## src/design/mcr_pkg.sv

```systemverilog
// ----------------------------------------------------------------------------
// mcr_pkg
// shared types and constants of the midpoint circle rasterizer
// ----------------------------------------------------------------------------
package mcr_pkg;

  localparam int OffWidth    = 6;
  localparam int DecWidth    = 12;
  localparam int SetWidth    = 8;
  localparam int DimWidth    = 13;
  localparam int RegWidth    = 32;
  localparam int AddrWidth   = 4;
  localparam int MaxResults  = 48;
  localparam int CntWidth    = $clog2(MaxResults);
  localparam int MinSetting  = 4;
  localparam int DecBase     = 3;
  localparam int StepInc     = 6;
  localparam int DiagInc     = 10;
  localparam int MirrorCount = 8;

  localparam logic [SetWidth-1:0] RadiusReset = SetWidth'(4);
  localparam logic [DimWidth-1:0] WidthReset  = DimWidth'(1920);
  localparam logic [DimWidth-1:0] HeightReset = DimWidth'(1080);

  typedef enum logic [1:0] {
    REG_RADIUS = 2'd0,
    REG_WIDTH  = 2'd1,
    REG_HEIGHT = 2'd2
  } reg_idx_t;

  typedef struct packed {
    logic [SetWidth-1:0] radius_setting;
    logic [DimWidth-1:0] screen_width;
    logic [DimWidth-1:0] screen_height;
  } cfg_t;

  typedef struct packed {
    logic [OffWidth-1:0]        x;
    logic [OffWidth-1:0]        y;
    logic signed [DecWidth-1:0] d;
  } step_state_t;

  typedef struct packed {
    step_state_t next;
    logic        done;
  } step_result_t;

endpackage

```

## src/design/mcr_if.sv

```systemverilog
// ----------------------------------------------------------------------------
// mcr_in_if / mcr_out_if
// valid/ready channels for circle centers and rasterizer results
// ----------------------------------------------------------------------------
interface mcr_in_if #(
  parameter int COORD_WIDTH = 16
);
  logic                          valid;
  logic                          ready;
  logic signed [COORD_WIDTH-1:0] center_x;
  logic signed [COORD_WIDTH-1:0] center_y;

  modport source (output valid, center_x, center_y, input ready);
  modport sink   (input valid, center_x, center_y, output ready);
endinterface

interface mcr_out_if;
  import mcr_pkg::*;
  logic                     valid;
  logic                     ready;
  logic [OffWidth-1:0]      offset_x;
  logic [OffWidth-1:0]      offset_y;
  logic [MirrorCount-1:0]   visible_mask;
  logic                     last;

  modport source (output valid, offset_x, offset_y, visible_mask, last, input ready);
  modport sink   (input valid, offset_x, offset_y, visible_mask, last, output ready);
endinterface

```

## src/design/mcr_regs.sv

```systemverilog
// ----------------------------------------------------------------------------
// mcr_regs
// apb register file: radius setting and screen size
// ----------------------------------------------------------------------------
module mcr_regs
  import mcr_pkg::*;
(
  input  logic                 clk,
  input  logic                 rst,
  input  logic                 psel,
  input  logic                 penable,
  input  logic                 pwrite,
  input  logic [AddrWidth-1:0] paddr,
  input  logic [RegWidth-1:0]  pwdata,
  output logic [RegWidth-1:0]  prdata,
  output logic                 pready,
  output cfg_t                 cfg
);

  reg_idx_t idx;
  logic     wr_en;

  assign idx    = reg_idx_t'(paddr[AddrWidth-1:2]);
  assign wr_en  = psel && penable && pwrite;
  assign pready = 1'b1;

  always_ff @(posedge clk) begin
    if (rst) begin
      cfg.radius_setting <= RadiusReset;
      cfg.screen_width   <= WidthReset;
      cfg.screen_height  <= HeightReset;
    end else if (wr_en) begin
      case (idx)
        REG_RADIUS: cfg.radius_setting <= pwdata[SetWidth-1:0];
        REG_WIDTH:  cfg.screen_width   <= pwdata[DimWidth-1:0];
        REG_HEIGHT: cfg.screen_height  <= pwdata[DimWidth-1:0];
        default: ;
      endcase
    end
  end

  always_comb begin
    case (idx)
      REG_RADIUS: prdata = RegWidth'(cfg.radius_setting);
      REG_WIDTH:  prdata = RegWidth'(cfg.screen_width);
      REG_HEIGHT: prdata = RegWidth'(cfg.screen_height);
      default:    prdata = '0;
    endcase
  end

endmodule

```

## src/design/mcr_step.sv

```systemverilog
// ----------------------------------------------------------------------------
// mcr_step
// midpoint decision update, one octant step per use
// ----------------------------------------------------------------------------
module mcr_step
  import mcr_pkg::*;
(
  input  step_state_t  cur,
  output step_result_t res
);

  logic [OffWidth:0]          x_nx;
  logic [OffWidth:0]          y_nx;
  logic signed [DecWidth-1:0] xd;
  logic signed [DecWidth-1:0] yd;
  logic signed [DecWidth-1:0] delta;
  logic                       neg;

  assign neg = cur.d[DecWidth-1];
  assign xd  = signed'(DecWidth'(cur.x));
  assign yd  = signed'(DecWidth'(cur.y));

  // d negative: 4x+6, otherwise diagonal: 4(x-y)+10
  assign delta = neg ? (xd <<< 2) + DecWidth'(StepInc)
                     : ((xd - yd) <<< 2) + DecWidth'(DiagInc);

  assign x_nx = {1'b0, cur.x} + (OffWidth+1)'(1);
  assign y_nx = neg ? {1'b0, cur.y} : {1'b0, cur.y} - (OffWidth+1)'(1);

  assign res.next.x = x_nx[OffWidth-1:0];
  assign res.next.y = y_nx[OffWidth-1:0];
  assign res.next.d = cur.d + delta;
  assign res.done   = x_nx > y_nx;

endmodule

```

## src/design/mcr_clip.sv

```systemverilog
// ----------------------------------------------------------------------------
// mcr_clip
// screen clipping of the eight mirrored points around the center
// ----------------------------------------------------------------------------
module mcr_clip
  import mcr_pkg::*;
#(
  parameter int COORD_WIDTH = 16
) (
  input  logic signed [COORD_WIDTH-1:0] cx,
  input  logic signed [COORD_WIDTH-1:0] cy,
  input  logic [OffWidth-1:0]           off_x,
  input  logic [OffWidth-1:0]           off_y,
  input  logic [DimWidth-1:0]           screen_width,
  input  logic [DimWidth-1:0]           screen_height,
  output logic [MirrorCount-1:0]        mask
);

  localparam int EW = (COORD_WIDTH + 2 > DimWidth + 2) ? COORD_WIDTH + 2 : DimWidth + 2;

  logic signed [EW-1:0] cxe, cye, oxe, oye;
  logic signed [EW-1:0] hs [4];
  logic signed [EW-1:0] vs [4];
  logic [3:0]           h_ok, v_ok;

  function automatic logic in_range(input logic signed [EW-1:0] s,
                                    input logic [DimWidth-1:0] lim);
    in_range = !s[EW-1] && (s[EW-2:0] < (EW-1)'(lim));
  endfunction

  assign cxe = EW'(cx);
  assign cye = EW'(cy);
  assign oxe = signed'(EW'(off_x));
  assign oye = signed'(EW'(off_y));

  // columns: cx+x, cx-x, cx+y, cx-y; rows: cy+y, cy-y, cy+x, cy-x
  assign hs[0] = cxe + oxe;
  assign hs[1] = cxe - oxe;
  assign hs[2] = cxe + oye;
  assign hs[3] = cxe - oye;
  assign vs[0] = cye + oye;
  assign vs[1] = cye - oye;
  assign vs[2] = cye + oxe;
  assign vs[3] = cye - oxe;

  always_comb begin
    for (int i = 0; i < 4; i++) begin
      h_ok[i] = in_range(hs[i], screen_width);
      v_ok[i] = in_range(vs[i], screen_height);
    end
  end

  assign mask = {h_ok[3] & v_ok[3], h_ok[2] & v_ok[3],
                 h_ok[3] & v_ok[2], h_ok[2] & v_ok[2],
                 h_ok[1] & v_ok[1], h_ok[0] & v_ok[1],
                 h_ok[1] & v_ok[0], h_ok[0] & v_ok[0]};

endmodule

```

## src/design/midpoint_circle_rasterizer.sv

```systemverilog
// ----------------------------------------------------------------------------
// midpoint_circle_rasterizer
// midpoint circle octant walker with eight-way screen clipping
// ----------------------------------------------------------------------------
//
//   channel   dir  handshake          word
//   centers   in   valid/ready        center_x, center_y (signed)
//   results   out  valid/ready        offset_x, offset_y, visible_mask, last
//   apb       in   psel/penable       radius_setting, screen_width, screen_height
//
// a center is accepted in the idle state and checked in the check state;
// an on-screen circle then gives one word per cycle while the results
// channel does not stall, about 0.71*r + 1 words (at most 46), from the
// single decision-update unit that advances one octant step per such cycle
// reset (rst, synchronous) returns to idle with no word pending
// a stalled results channel freezes the walker; the next center is taken
// as soon as the walker is idle, even while the final word waits
// ----------------------------------------------------------------------------
module midpoint_circle_rasterizer
  import mcr_pkg::*;
#(
  parameter int COORD_WIDTH = 16
) (
  input  logic                 clk,
  input  logic                 rst,
  mcr_in_if.sink               centers,
  mcr_out_if.source            results,
  input  logic                 psel,
  input  logic                 penable,
  input  logic                 pwrite,
  input  logic [AddrWidth-1:0] paddr,
  input  logic [RegWidth-1:0]  pwdata,
  output logic [RegWidth-1:0]  prdata,
  output logic                 pready
);

  typedef enum logic [1:0] {
    S_IDLE,
    S_CHECK,
    S_RUN
  } state_t;

  state_t                        state;
  cfg_t                          cfg;
  logic signed [COORD_WIDTH-1:0] cx, cy;
  step_state_t                   cur;
  step_result_t                  res;
  logic [CntWidth-1:0]           count;
  logic [MirrorCount-1:0]        mask;
  logic [SetWidth-1:0]           eff_setting;
  logic                          slot_free;
  logic                          last_word;

  // output register
  logic                          out_valid;
  logic [OffWidth-1:0]           out_x, out_y;
  logic [MirrorCount-1:0]        out_mask;
  logic                          out_last;

  mcr_regs u_regs (
    .clk     (clk),
    .rst     (rst),
    .psel    (psel),
    .penable (penable),
    .pwrite  (pwrite),
    .paddr   (paddr),
    .pwdata  (pwdata),
    .prdata  (prdata),
    .pready  (pready),
    .cfg     (cfg)
  );

  mcr_step u_step (
    .cur (cur),
    .res (res)
  );

  // in the check state the offsets are zero, so bit 0 is the center test
  mcr_clip #(.COORD_WIDTH(COORD_WIDTH)) u_clip (
    .cx            (cx),
    .cy            (cy),
    .off_x         (cur.x),
    .off_y         (cur.y),
    .screen_width  (cfg.screen_width),
    .screen_height (cfg.screen_height),
    .mask          (mask)
  );

  // small markers count as the minimum size
  assign eff_setting = (cfg.radius_setting < SetWidth'(MinSetting))
                       ? SetWidth'(MinSetting) : cfg.radius_setting;

  assign slot_free = !out_valid || results.ready;
  assign last_word = res.done || (count == CntWidth'(MaxResults - 1));

  assign centers.ready        = (state == S_IDLE);
  assign results.valid        = out_valid;
  assign results.offset_x     = out_x;
  assign results.offset_y     = out_y;
  assign results.visible_mask = out_mask;
  assign results.last         = out_last;

  always_ff @(posedge clk) begin
    if (rst) begin
      state     <= S_IDLE;
      out_valid <= 1'b0;
      count     <= '0;
    end else begin
      // in the run state a taken word is always replaced by the next one
      if (results.ready && state != S_RUN) begin
        out_valid <= 1'b0;
      end
      case (state)
        S_IDLE: begin
          if (centers.valid) begin
            cx    <= centers.center_x;
            cy    <= centers.center_y;
            cur.x <= '0;
            cur.y <= '0;
            state <= S_CHECK;
          end
        end
        S_CHECK: begin
          if (mask[0]) begin
            // start at (0, r) with d = 3 - setting/2
            cur.y <= eff_setting[SetWidth-1:2];
            cur.d <= DecWidth'(DecBase) - DecWidth'(eff_setting[SetWidth-1:1]);
            count <= '0;
            state <= S_RUN;
          end else begin
            state <= S_IDLE;
          end
        end
        S_RUN: begin
          if (slot_free) begin
            out_valid <= 1'b1;
            out_x     <= cur.x;
            out_y     <= cur.y;
            out_mask  <= mask;
            out_last  <= last_word;
            cur       <= res.next;
            count     <= count + CntWidth'(1);
            if (last_word) begin
              state <= S_IDLE;
            end
          end
        end
        default: state <= S_IDLE;
      endcase
    end
  end

endmodule

```

## src/flat_wrapper.sv

```systemverilog
// flat-port wrapper written by rule: the top's interface ports become plain ports
module midpoint_circle_rasterizer_flat import mcr_pkg::*;
#(
  parameter int COORD_WIDTH = 16
)
  (clk, rst, psel, penable, pwrite, paddr, pwdata, prdata, pready, centers_valid, centers_center_x, centers_center_y, centers_ready, results_valid, results_offset_x, results_offset_y, results_visible_mask, results_last, results_ready);
  mcr_in_if #(.COORD_WIDTH(COORD_WIDTH)) centers_i ();
  mcr_out_if results_i ();
  input  logic clk;
  input  logic rst;
  input  logic psel;
  input  logic penable;
  input  logic pwrite;
  input  logic [AddrWidth-1:0] paddr;
  input  logic [RegWidth-1:0] pwdata;
  output logic [RegWidth-1:0] prdata;
  output logic pready;
  input wire logic [$bits(centers_i.valid)-1:0] centers_valid;
  input wire logic [$bits(centers_i.center_x)-1:0] centers_center_x;
  input wire logic [$bits(centers_i.center_y)-1:0] centers_center_y;
  output wire logic [$bits(centers_i.ready)-1:0] centers_ready;
  output wire logic [$bits(results_i.valid)-1:0] results_valid;
  output wire logic [$bits(results_i.offset_x)-1:0] results_offset_x;
  output wire logic [$bits(results_i.offset_y)-1:0] results_offset_y;
  output wire logic [$bits(results_i.visible_mask)-1:0] results_visible_mask;
  output wire logic [$bits(results_i.last)-1:0] results_last;
  input wire logic [$bits(results_i.ready)-1:0] results_ready;
  assign centers_i.valid = centers_valid;
  assign centers_i.center_x = centers_center_x;
  assign centers_i.center_y = centers_center_y;
  assign centers_ready = centers_i.ready;
  assign results_valid = results_i.valid;
  assign results_offset_x = results_i.offset_x;
  assign results_offset_y = results_i.offset_y;
  assign results_visible_mask = results_i.visible_mask;
  assign results_last = results_i.last;
  assign results_i.ready = results_ready;
  midpoint_circle_rasterizer #(.COORD_WIDTH(COORD_WIDTH)) u_core (.clk(clk), .rst(rst), .centers(centers_i), .results(results_i), .psel(psel), .penable(penable), .pwrite(pwrite), .paddr(paddr), .pwdata(pwdata), .prdata(prdata), .pready(pready));
endmodule
```

## config.mk

```make
export PLATFORM = sky130hd
export DESIGN_NAME = midpoint_circle_rasterizer_flat
export DESIGN_NICKNAME = d
export VERILOG_FILES = /design/src/design/mcr_pkg.sv /design/src/design/mcr_if.sv /design/src/design/mcr_regs.sv /design/src/design/mcr_step.sv /design/src/design/mcr_clip.sv /design/src/design/midpoint_circle_rasterizer.sv /design/src/flat_wrapper.sv
export SDC_FILE = /design/constraint.sdc
export NUM_CORES = 1
export LEC_CHECK = 0
export ABC_AREA = 1
export BUFFER_PORTS_ARGS = -buffer_cell sky130_fd_sc_hd__buf_2
export CORE_AREA = 2 2 182 148
export CTS_CLUSTER_SIZE = 12
export DETAILED_ROUTE_END_ITERATION = 16
export DIE_AREA = 0 0 184 150
export PLACE_DENSITY = 0.72
export SYNTH_ARGS = -nofsm -noshare
export SYNTH_HDL_FRONTEND = slang
export SYNTH_HIERARCHICAL = 1
export SYNTH_SLANG_ARGS = --single-unit
```

## constraint.sdc

```tcl
create_clock -name clk -period 4.24 [get_ports clk]
set_input_delay 0.636 -clock clk [delete_from_list [all_inputs] [get_ports clk]]
set_output_delay 0.636 -clock clk [all_outputs]
set_load 0.03 [all_outputs]
```

==> results of run 1 <==
-- power by group through the flow --
stage	registers (mW)	logic, mW	clock network, mW
final	1.43	2.69	1.59
after global routing	1.43	3.01	1.66
after CTS	1.43	2.62	1.62
after detailed placement	1.45	2.60	0
after global placement	1.45	2.52	0
after floorplan	1.45	1.93	0
-- sequential cells by signal, summed over array words and instances, names as in the netlist --
| signal | cells |
|---|---|
| u_core/cur | 23 |
| u_core/cx | 16 |
| u_core/u_regs/cfg | 34 |
| u_core/results.offset_y | 6 |
| u_core/cy | 16 |
| u_core/results.last | 1 |
| u_core/results.valid | 1 |
| u_core/results.offset_x | 6 |
| u_core/state | 2 |
| u_core/count | 6 |
| u_core/results.visible_mask | 8 |
-- area by class of cell --
cell class              instances  area [um2]
fillers                      2500       11710
multi-input cells            1413        8334
repair buffers                126       723.2
well taps                     330       412.9
flip-flops and latches        119        3143
clock inverters                15       191.4
clock buffers                  17       425.4
inverters                     245       923.4
-- worst paths after layout --
kind / start / endpoint / slack (ns) / cells past startpoint
min: centers_center_x[3] / u_core/cx[3] / 0.36 / 1
max: u_core/cx[0] / u_core/cur[4] / 0.20 / 22
min reg2reg: u_core/u_regs/cfg[4] / u_core/u_regs/cfg[4] / 0.49 / 2
max reg2reg: u_core/cx[0] / u_core/cur[4] / 0.20 / 22
-- through the flow --
step                hold WS, ns  cells
finish                   0.3606   2265
global route             0.3488   2265
CTS                      0.3466   2259
detailed placement       0.4759   2227
global placement         0.4650   2227
floorplan                0.4510   1844
-- worst max-delay path: cells and delay by family (launching register included) --
| family | cells | cell delay [ns] |
|---|---|---|
| and+or+nand+nor | 11 | 1.14 |
| adders and majority gates | 3 | 0.95 |
| AOI/OAI and AO/OA | 4 | 0.62 |
| buffers and inverters | 3 | 0.44 |
| DFF | 1 | 0.39 |
| xor gates and xnor gates | 1 | 0.16 |
-- layer usage --
layer | GRT usage | vias up | part of all wire
li1 | - | 6013 | -
met1 | 0.3883 | 5525 | 0.46
met2 | 0.4313 | 455 | 0.44
met3 | 0.04867 | 59 | 0.074
met4 | 0.09680 | 0 | 0.027
met5 | 0 | - | 0
-- timing repair --
item | 4_1_cts | 5_1_grt
setup buffers | 0 | 6
gates resized for setup | 0 | 12
setup endpoints to repair | 0 | 22
==> flow_summary.ini, run 1 <==
[power_and_ir_drop]
switchingPower_mw = 2.481
sequentialPowerShare = 0.249
power_mw = 5.713
internal_power_mw = 3.233
pwr-share-comb = 0.472
power_switching_share = 0.4342
leakage_nw = 7.069
ir_drop_v = 0.0003480
p_clk_frac = 0.279
powerDensity_nw_per_um2 = 403.7

[min_path]
hold_path_class = primary input to register

[place]
hpwl_um = 29350
io_buffers = 89
gp_congestion = 0.9406
dpl_cell_area_um2 = 13440
dp_slack_ns = 0.1156

[detailed_routing]
drc = 0
dr.pass1.iters = 6
dr.first_iter.drc_count = 1226
viasPerCell = 5.321
ant_nets = 0
wirelength_um = 37620
wire_per_inst_um = 16.61
route.vias.total = 12050

[yosys]
syn_area_um2 = 12720
syn_inst = 1826
ys.warnings.count = 6
avgSynthCellArea_um2 = 6.967

[critical_path]
crit_path_frequent_cell = nor2_1
cp_max_fo = 12
worstPathArrival_ns = 4.18
cpPeakStageDelay_ns = 0.43
critical_path_class = register to register
startpoint_type = register
critPathSlowestCell = fa_2
cp-end-kind = register
required_ns = 4.38
path_cells = ha_2 -> inv_1 -> fa_2 -> o21ai_4 -> nand4_1 -> a21oi_2 -> nand3_1 -> xor2_1 -> ha_1 -> nand2_1 -> nor2_1 -> a211oi_2 -> nand2_1 -> nor2_2 -> nand3_2 -> nor2_1 -> buf_4 -> nand2_2 -> o21ai_2 -> nand2_2 -> nor2_1 -> buf_4

[floorplan]
die-area_um2 = 27600
rows = 53
initial_core_util = 0.4919
die_x_um = 184
coreArea_um2 = 25860
die_height_um = 150
ios = 131

[clock_tree]
cts_hold_buf = 0
clk_path_buf_depth = 2
clk_latency_ns = 0.45
cts_tree = yes
cts-htree-levels = 4
clock-sinks = 119
clockRootBuffer = clkbuf_16
cts.clk_slew.worst_paths_ns = 0.06
cts-buffers-inserted = 17

[sta]
finalHoldViolCount = 0
period_needed_ns = 4.037
relSlewSlack = 0.3131
skew_ns = 0.01179
tightest_slew_ns = 1.029
finalSetupTns_ns = 0
drv_slew = 0
finalCritPeriodShare = 0.9521
fin_ws_ns = 0.2029
setup_viol_count_final = 0
fmax_ghz = 0.2477

[global_route]
antenna_found_initial = 1
grt_max_degree = 35
grt_pass1_vias = 11170
overflow = 0
grt_usage = 0.2776
grt_pass1_wl_um = 58870

[status]
outcome = finished, final reports clean

[final_layout]
diodes = 0
drive_above_1_share = 0.1245
final_area_um2 = 14150
nets = 2182
final_cell_mix = nand2_1, inv_1, nor2_1
syn_to_final_growth_pct = 11.25
final_common_cell = nand2_1
utilization = 0.5473

[flow_run]
cap_violations = 0
No activity file was read; power rests on OpenSTA's default activity.
==> run 2: changes to the inputs <==
ABC_AREA = not set   (was 1)
CORE_AREA = 2 2 176 143   (was 2 2 182 148)
DIE_AREA = 0 0 178 145   (was 0 0 184 150)
==> flow_summary.ini, run 2 <==
[status]
outcome = complete, but fails checks
failed_checks = negative setup slack

[clock_tree]
cts-htree-levels = 4
cts_hold_buf = 0
clk_latency_ns = 0.42
cts_tree = yes
cts.clk_slew.worst_paths_ns = 0.06
clock-sinks = 119
cts-buffers-inserted = 17
clockRootBuffer = clkbuf_16
clk_path_buf_depth = 2

[yosys]
ys.warnings.count = 6
avgSynthCellArea_um2 = 9.094
syn_inst = 1300
syn_area_um2 = 11820

[sta]
rsz0062_at_grt = true
setup_viol_count_final = 5
finalCritPeriodShare = 1.001
drv_slew = 0
finalHoldViolCount = 0
tightest_slew_ns = 1.150
relSlewSlack = 0.2298
fin_ws_ns = -0.004794
fmax_ghz = 0.2356
finalSetupTns_ns = -0.01451
skew_ns = 0.008964
period_needed_ns = 4.245

[power_and_ir_drop]
p_clk_frac = 0.341
leakage_nw = 6.062
internal_power_mw = 2.669
ir_drop_v = 0.0002492
switchingPower_mw = 1.321
power_switching_share = 0.3311
power_mw = 3.990
pwr-share-comb = 0.331
powerDensity_nw_per_um2 = 290.9
sequentialPowerShare = 0.328

[final_layout]
diodes = 0
nets = 1700
n_fill_cell = 2062
top_register = u_core/u_regs/cfg
fin_cells = 1771
regArea_um2 = 3143
drive_above_1_share = 0.1824
largestRegisters = u_core/u_regs/cfg: 34 flops, u_core/cur: 23 flops
largest_reg_flops = 34
multi_input_comb_area_um2 = 8147
final_cell_mix = ha_1, nor2_1, inv_1
syn_to_final_growth_pct = 15.99
final_common_cell = ha_1
final_area_um2 = 13710

[detailed_routing]
dr.pass1.iters = 5
ant_nets = 0
viasPerCell = 5.650
wirelength_um = 31570
drc = 0
wire_per_inst_um = 17.83
dr.first_iter.drc_count = 787
route.vias.total = 10010

[critical_path]
required_ns = 4.38
critPathSlowestCell = edfxtp_1
startpoint_type = register
worstPathArrival_ns = 4.39
critical_path_class = register to register
cp_max_fo = 5
cpPeakStageDelay_ns = 0.40
cp-end-kind = register
path_cells = ha_2 -> inv_2 -> fa_2 -> nor3_2 -> a211o_1 -> a221oi_4 -> buf_6 -> xnor2_2 -> ha_1 -> a21o_1 -> a21o_1 -> a21oi_2 -> nor2_2 -> a2111oi_4 -> nand4_1 -> nor2_4 -> mux2i_1 -> nand2b_4 -> nor2_4 -> clkbuf_16

[min_path]
hold_path_class = primary input to register

[floorplan]
coreArea_um2 = 24060
die-area_um2 = 25810
die_height_um = 145
initial_core_util = 0.4914
rows = 51
ios = 131
die_x_um = 178

[place]
hpwl_um = 25000
io_buffers = 89
placed_cells = 1731
dpl_cell_area_um2 = 12910
gp_congestion = 1.005
dp_slack_ns = -0.2049

[global_route]
overflow = 0
antenna_found_initial = 0
grt_usage = 0.2434
grt_max_degree = 68
grt_pass1_vias = 9600
grt_pass1_wl_um = 48960

[flow_run]
cap_violations = 0
-- run 2: critical path, delay by kind of cell (launching register included) --
kind | cells | cell delay (ns)
AOI/OAI and AO/OA | 6 | 1.27
xor gates and xnor gates | 1 | 0.06
adders and majority gates | 3 | 0.74
buffers and inverters | 3 | 0.39
DFF | 1 | 0.40
muxes | 1 | 0.12
and+or+nand+nor | 6 | 0.97
-- run 2: final timing paths --
kind	startpoint	end	cells after the start	slack [ns]
hold / removal	centers_center_x[8]	u_core/cx[8]	1	0.38
setup / recovery	u_core/cur[18]	u_core/cur[2]	20	-0.005
setup reg to reg	u_core/cur[18]	u_core/cur[2]	20	-0.005
hold reg to reg	u_core/u_regs/cfg[8]	u_core/u_regs/cfg[8]	2	0.49
-- run 2: power by group through the flow --
stage / clock (mW) / combinational, mW / sequential (mW)
5_1_grt: 1.43 / 1.47 / 1.31
2_1_floorplan: 0 / 0.948 / 1.32
3_3_place_gp: 0 / 1.23 / 1.33
3_5_place_dp: 0 / 1.26 / 1.33
6_report: 1.36 / 1.32 / 1.31
4_1_cts: 1.38 / 1.28 / 1.31
-- run 2: what timing repair did --
action                                  4_1_cts  5_1_grt
gates resized for setup                       8       26
endpoints found under the setup margin       23       27
gates cloned                                  0        1
pin swaps                                     4       31
buffers inserted                              2        5
-- run 2: final cells by class --
cell class	instances	area share
Clock buffer	23	0.03412
Clock inverter	9	0.005566
Inverter	101	0.02765
Multi-Input combinational cell	1029	0.5941
Sequential cell	119	0.2292
Tap cell	318	0.02901
Timing Repair Buffer	172	0.08038
-- run 2: layer usage --
metal  vias to the layer above  global-route usage  routed length (um)
met5                         -                   0                   0
met4                         0             0.09713                 930
met3                        61             0.03747                2028
met2                       361              0.3764               14320
met1                      4733              0.3388               14290
li1                       4852                   -                   -
-- run 2: through the flow --
stage	utilization	hold WS, ns
floorplan	-	0.4607
global placement	0.5368	0.4755
detailed placement	0.5368	0.4839
CTS	0.5614	0.3737
global route	0.5700	0.3720
finish	0.5700	0.3836
==> run 3: changes to the inputs <==
PLACE_DENSITY = 0.7   (was 0.72)
==> flow_summary.ini, run 3 (synthesis results as in run 2) <==
[sta]
fin_ws_ns = -0.004241
setup_viol_count_final = 6
finalHoldViolCount = 0
period_needed_ns = 4.244
finalCritPeriodShare = 1.001
relSlewSlack = 0.2298
tightest_slew_ns = 1.150
skew_ns = 0.01000
drv_slew = 0
rsz0062_at_grt = true
fmax_ghz = 0.2356

[global_route]
grt_pass1_vias = 9510
grt_max_degree = 64
grt_pass1_wl_um = 50060
grt_usage = 0.2483
overflow = 0
antenna_found_initial = 2

[clock_tree]
clk_latency_ns = 0.43
clockRootBuffer = clkbuf_16
cts.clk_slew.worst_paths_ns = 0.06
clock-sinks = 119
clk_path_buf_depth = 2
cts-buffers-inserted = 17
cts_hold_buf = 0
cts-htree-levels = 4
cts_tree = yes

[detailed_routing]
route.vias.total = 10080
ant_nets = 0
wirelength_um = 32020
dr.pass1.iters = 6
dr.first_iter.drc_count = 828
drc = 0
wire_per_inst_um = 18.06
viasPerCell = 5.682

[final_layout]
syn_to_final_growth_pct = 15.47
final_cell_mix = ha_1, nor2_1, inv_1
multi_input_comb_area_um2 = 8077
drive_above_1_share = 0.1808
n_fill_cell = 2099
utilization = 0.5675
final_area_um2 = 13650
top_register = u_core/u_regs/cfg
largest_reg_flops = 34
diodes = 0
largestRegisters = u_core/u_regs/cfg: 34 flops, u_core/cur: 23 flops
regArea_um2 = 3143
final_common_cell = ha_1
nets = 1702

[power_and_ir_drop]
ir_drop_v = 0.0002577
leakage_nw = 6.059
powerDensity_nw_per_um2 = 292.4
power_mw = 3.992

[critical_path]
required_ns = 4.38
r2r_cells = 19
cp-end-kind = register
critPathSlowestCell = edfxtp_1
cp_max_fo = 11
critical_path_class = register to register
path_cells = inv_1 -> ha_1 -> nor2_2 -> o311a_1 -> o31ai_2 -> nor2_1 -> xor2_1 -> ha_1 -> a21o_1 -> a21o_1 -> a21oi_2 -> o21ai_1 -> a21oi_1 -> nand4_1 -> nor2_4 -> mux2i_2 -> nand2b_4 -> nor2_4 -> buf_12
cpPeakStageDelay_ns = 0.44
worstPathArrival_ns = 4.38
startpoint_type = register

[status]
outcome = complete, but fails checks
failed_checks = negative setup slack

[place]
dpl_cell_area_um2 = 12880
hpwl_um = 25190
gp_congestion = 0.9708
io_buffers = 89

[floorplan]
initial_core_util = 0.4914
coreArea_um2 = 24060
die_height_um = 145
die-area_um2 = 25810
rows = 51
ios = 131
die_x_um = 178

[flow_run]
cap_violations = 0

[min_path]
hold_path_class = primary input to register
hold_depth = 1
==> run 3: final cells by class <==
| type | instances | area share |
|---|---|---|
| clock buffers | 25 | 0.03785 |
| clock inverters | 7 | 0.002841 |
| inverters | 101 | 0.02777 |
| multi-input cells | 1029 | 0.5916 |
| flip-flops and latches | 119 | 0.2302 |
| well taps | 318 | 0.02915 |
| repair buffers | 174 | 0.08056 |
==> run 3: worst paths after layout <==
kind                             start                   end  slack (ns)
setup / recovery        u_core/cur[14]         u_core/cur[7]      -0.004
hold / removal    centers_center_x[12]         u_core/cx[12]        0.38
setup reg to reg        u_core/cur[14]         u_core/cur[7]      -0.004
hold reg to reg   u_core/u_regs/cfg[8]  u_core/u_regs/cfg[8]        0.49
==> run 3: per-layer routing <==
layer / share of wire / routed length, um / global-route usage
met5: 0 / 0 / 0
met4: 0.019 / 616 / 0.06352
met3: 0.064 / 2040 / 0.03852
met2: 0.46 / 14740 / 0.3940
met1: 0.46 / 14620 / 0.3511
==> run 3: worst max-delay path: cells and delay by family, from the launching register on <==
family | cells | cell delay [ns]
AOI/OAI and AO/OA | 7 | 1.31
and+or+nand+nor | 6 | 0.96
adders and majority gates | 2 | 0.67
DFF | 1 | 0.44
buffers and inverters | 2 | 0.29
xor gates and xnor gates | 1 | 0.17
muxes | 1 | 0.10
==> run 3: through the flow <==
stage          setup WS (ns)  hold WS [ns]  TNS (ns)  std cells
3_3_place_gp       -0.002899        0.4737  -0.02393       1727
6_report           -0.004241        0.3808  -0.01754       1773
2_1_floorplan        0.02646        0.4607         0       1318
4_1_cts             0.001633        0.3673         0       1764
5_1_grt              -0.1768        0.3686    -3.685       1773
3_5_place_dp        -0.07498        0.4838    -1.075       1727
==> run 3: power breakdown <==
| group | switching (mW) | internal, mW | total [mW] |
|---|---|---|---|
| clock network | 0.527 | 0.839 | 1.37 |
| logic | 0.752 | 0.564 | 1.32 |
| registers | 0.0399 | 1.27 | 1.31 |
==> run 3: timing repair <==
action                                  in CTS  in global routing
endpoints found under the setup margin      19                 28
resized for setup                            3                 22
buffers inserted                             5                  9
pin swaps                                    5                 20
gates cloned                                 0                  0
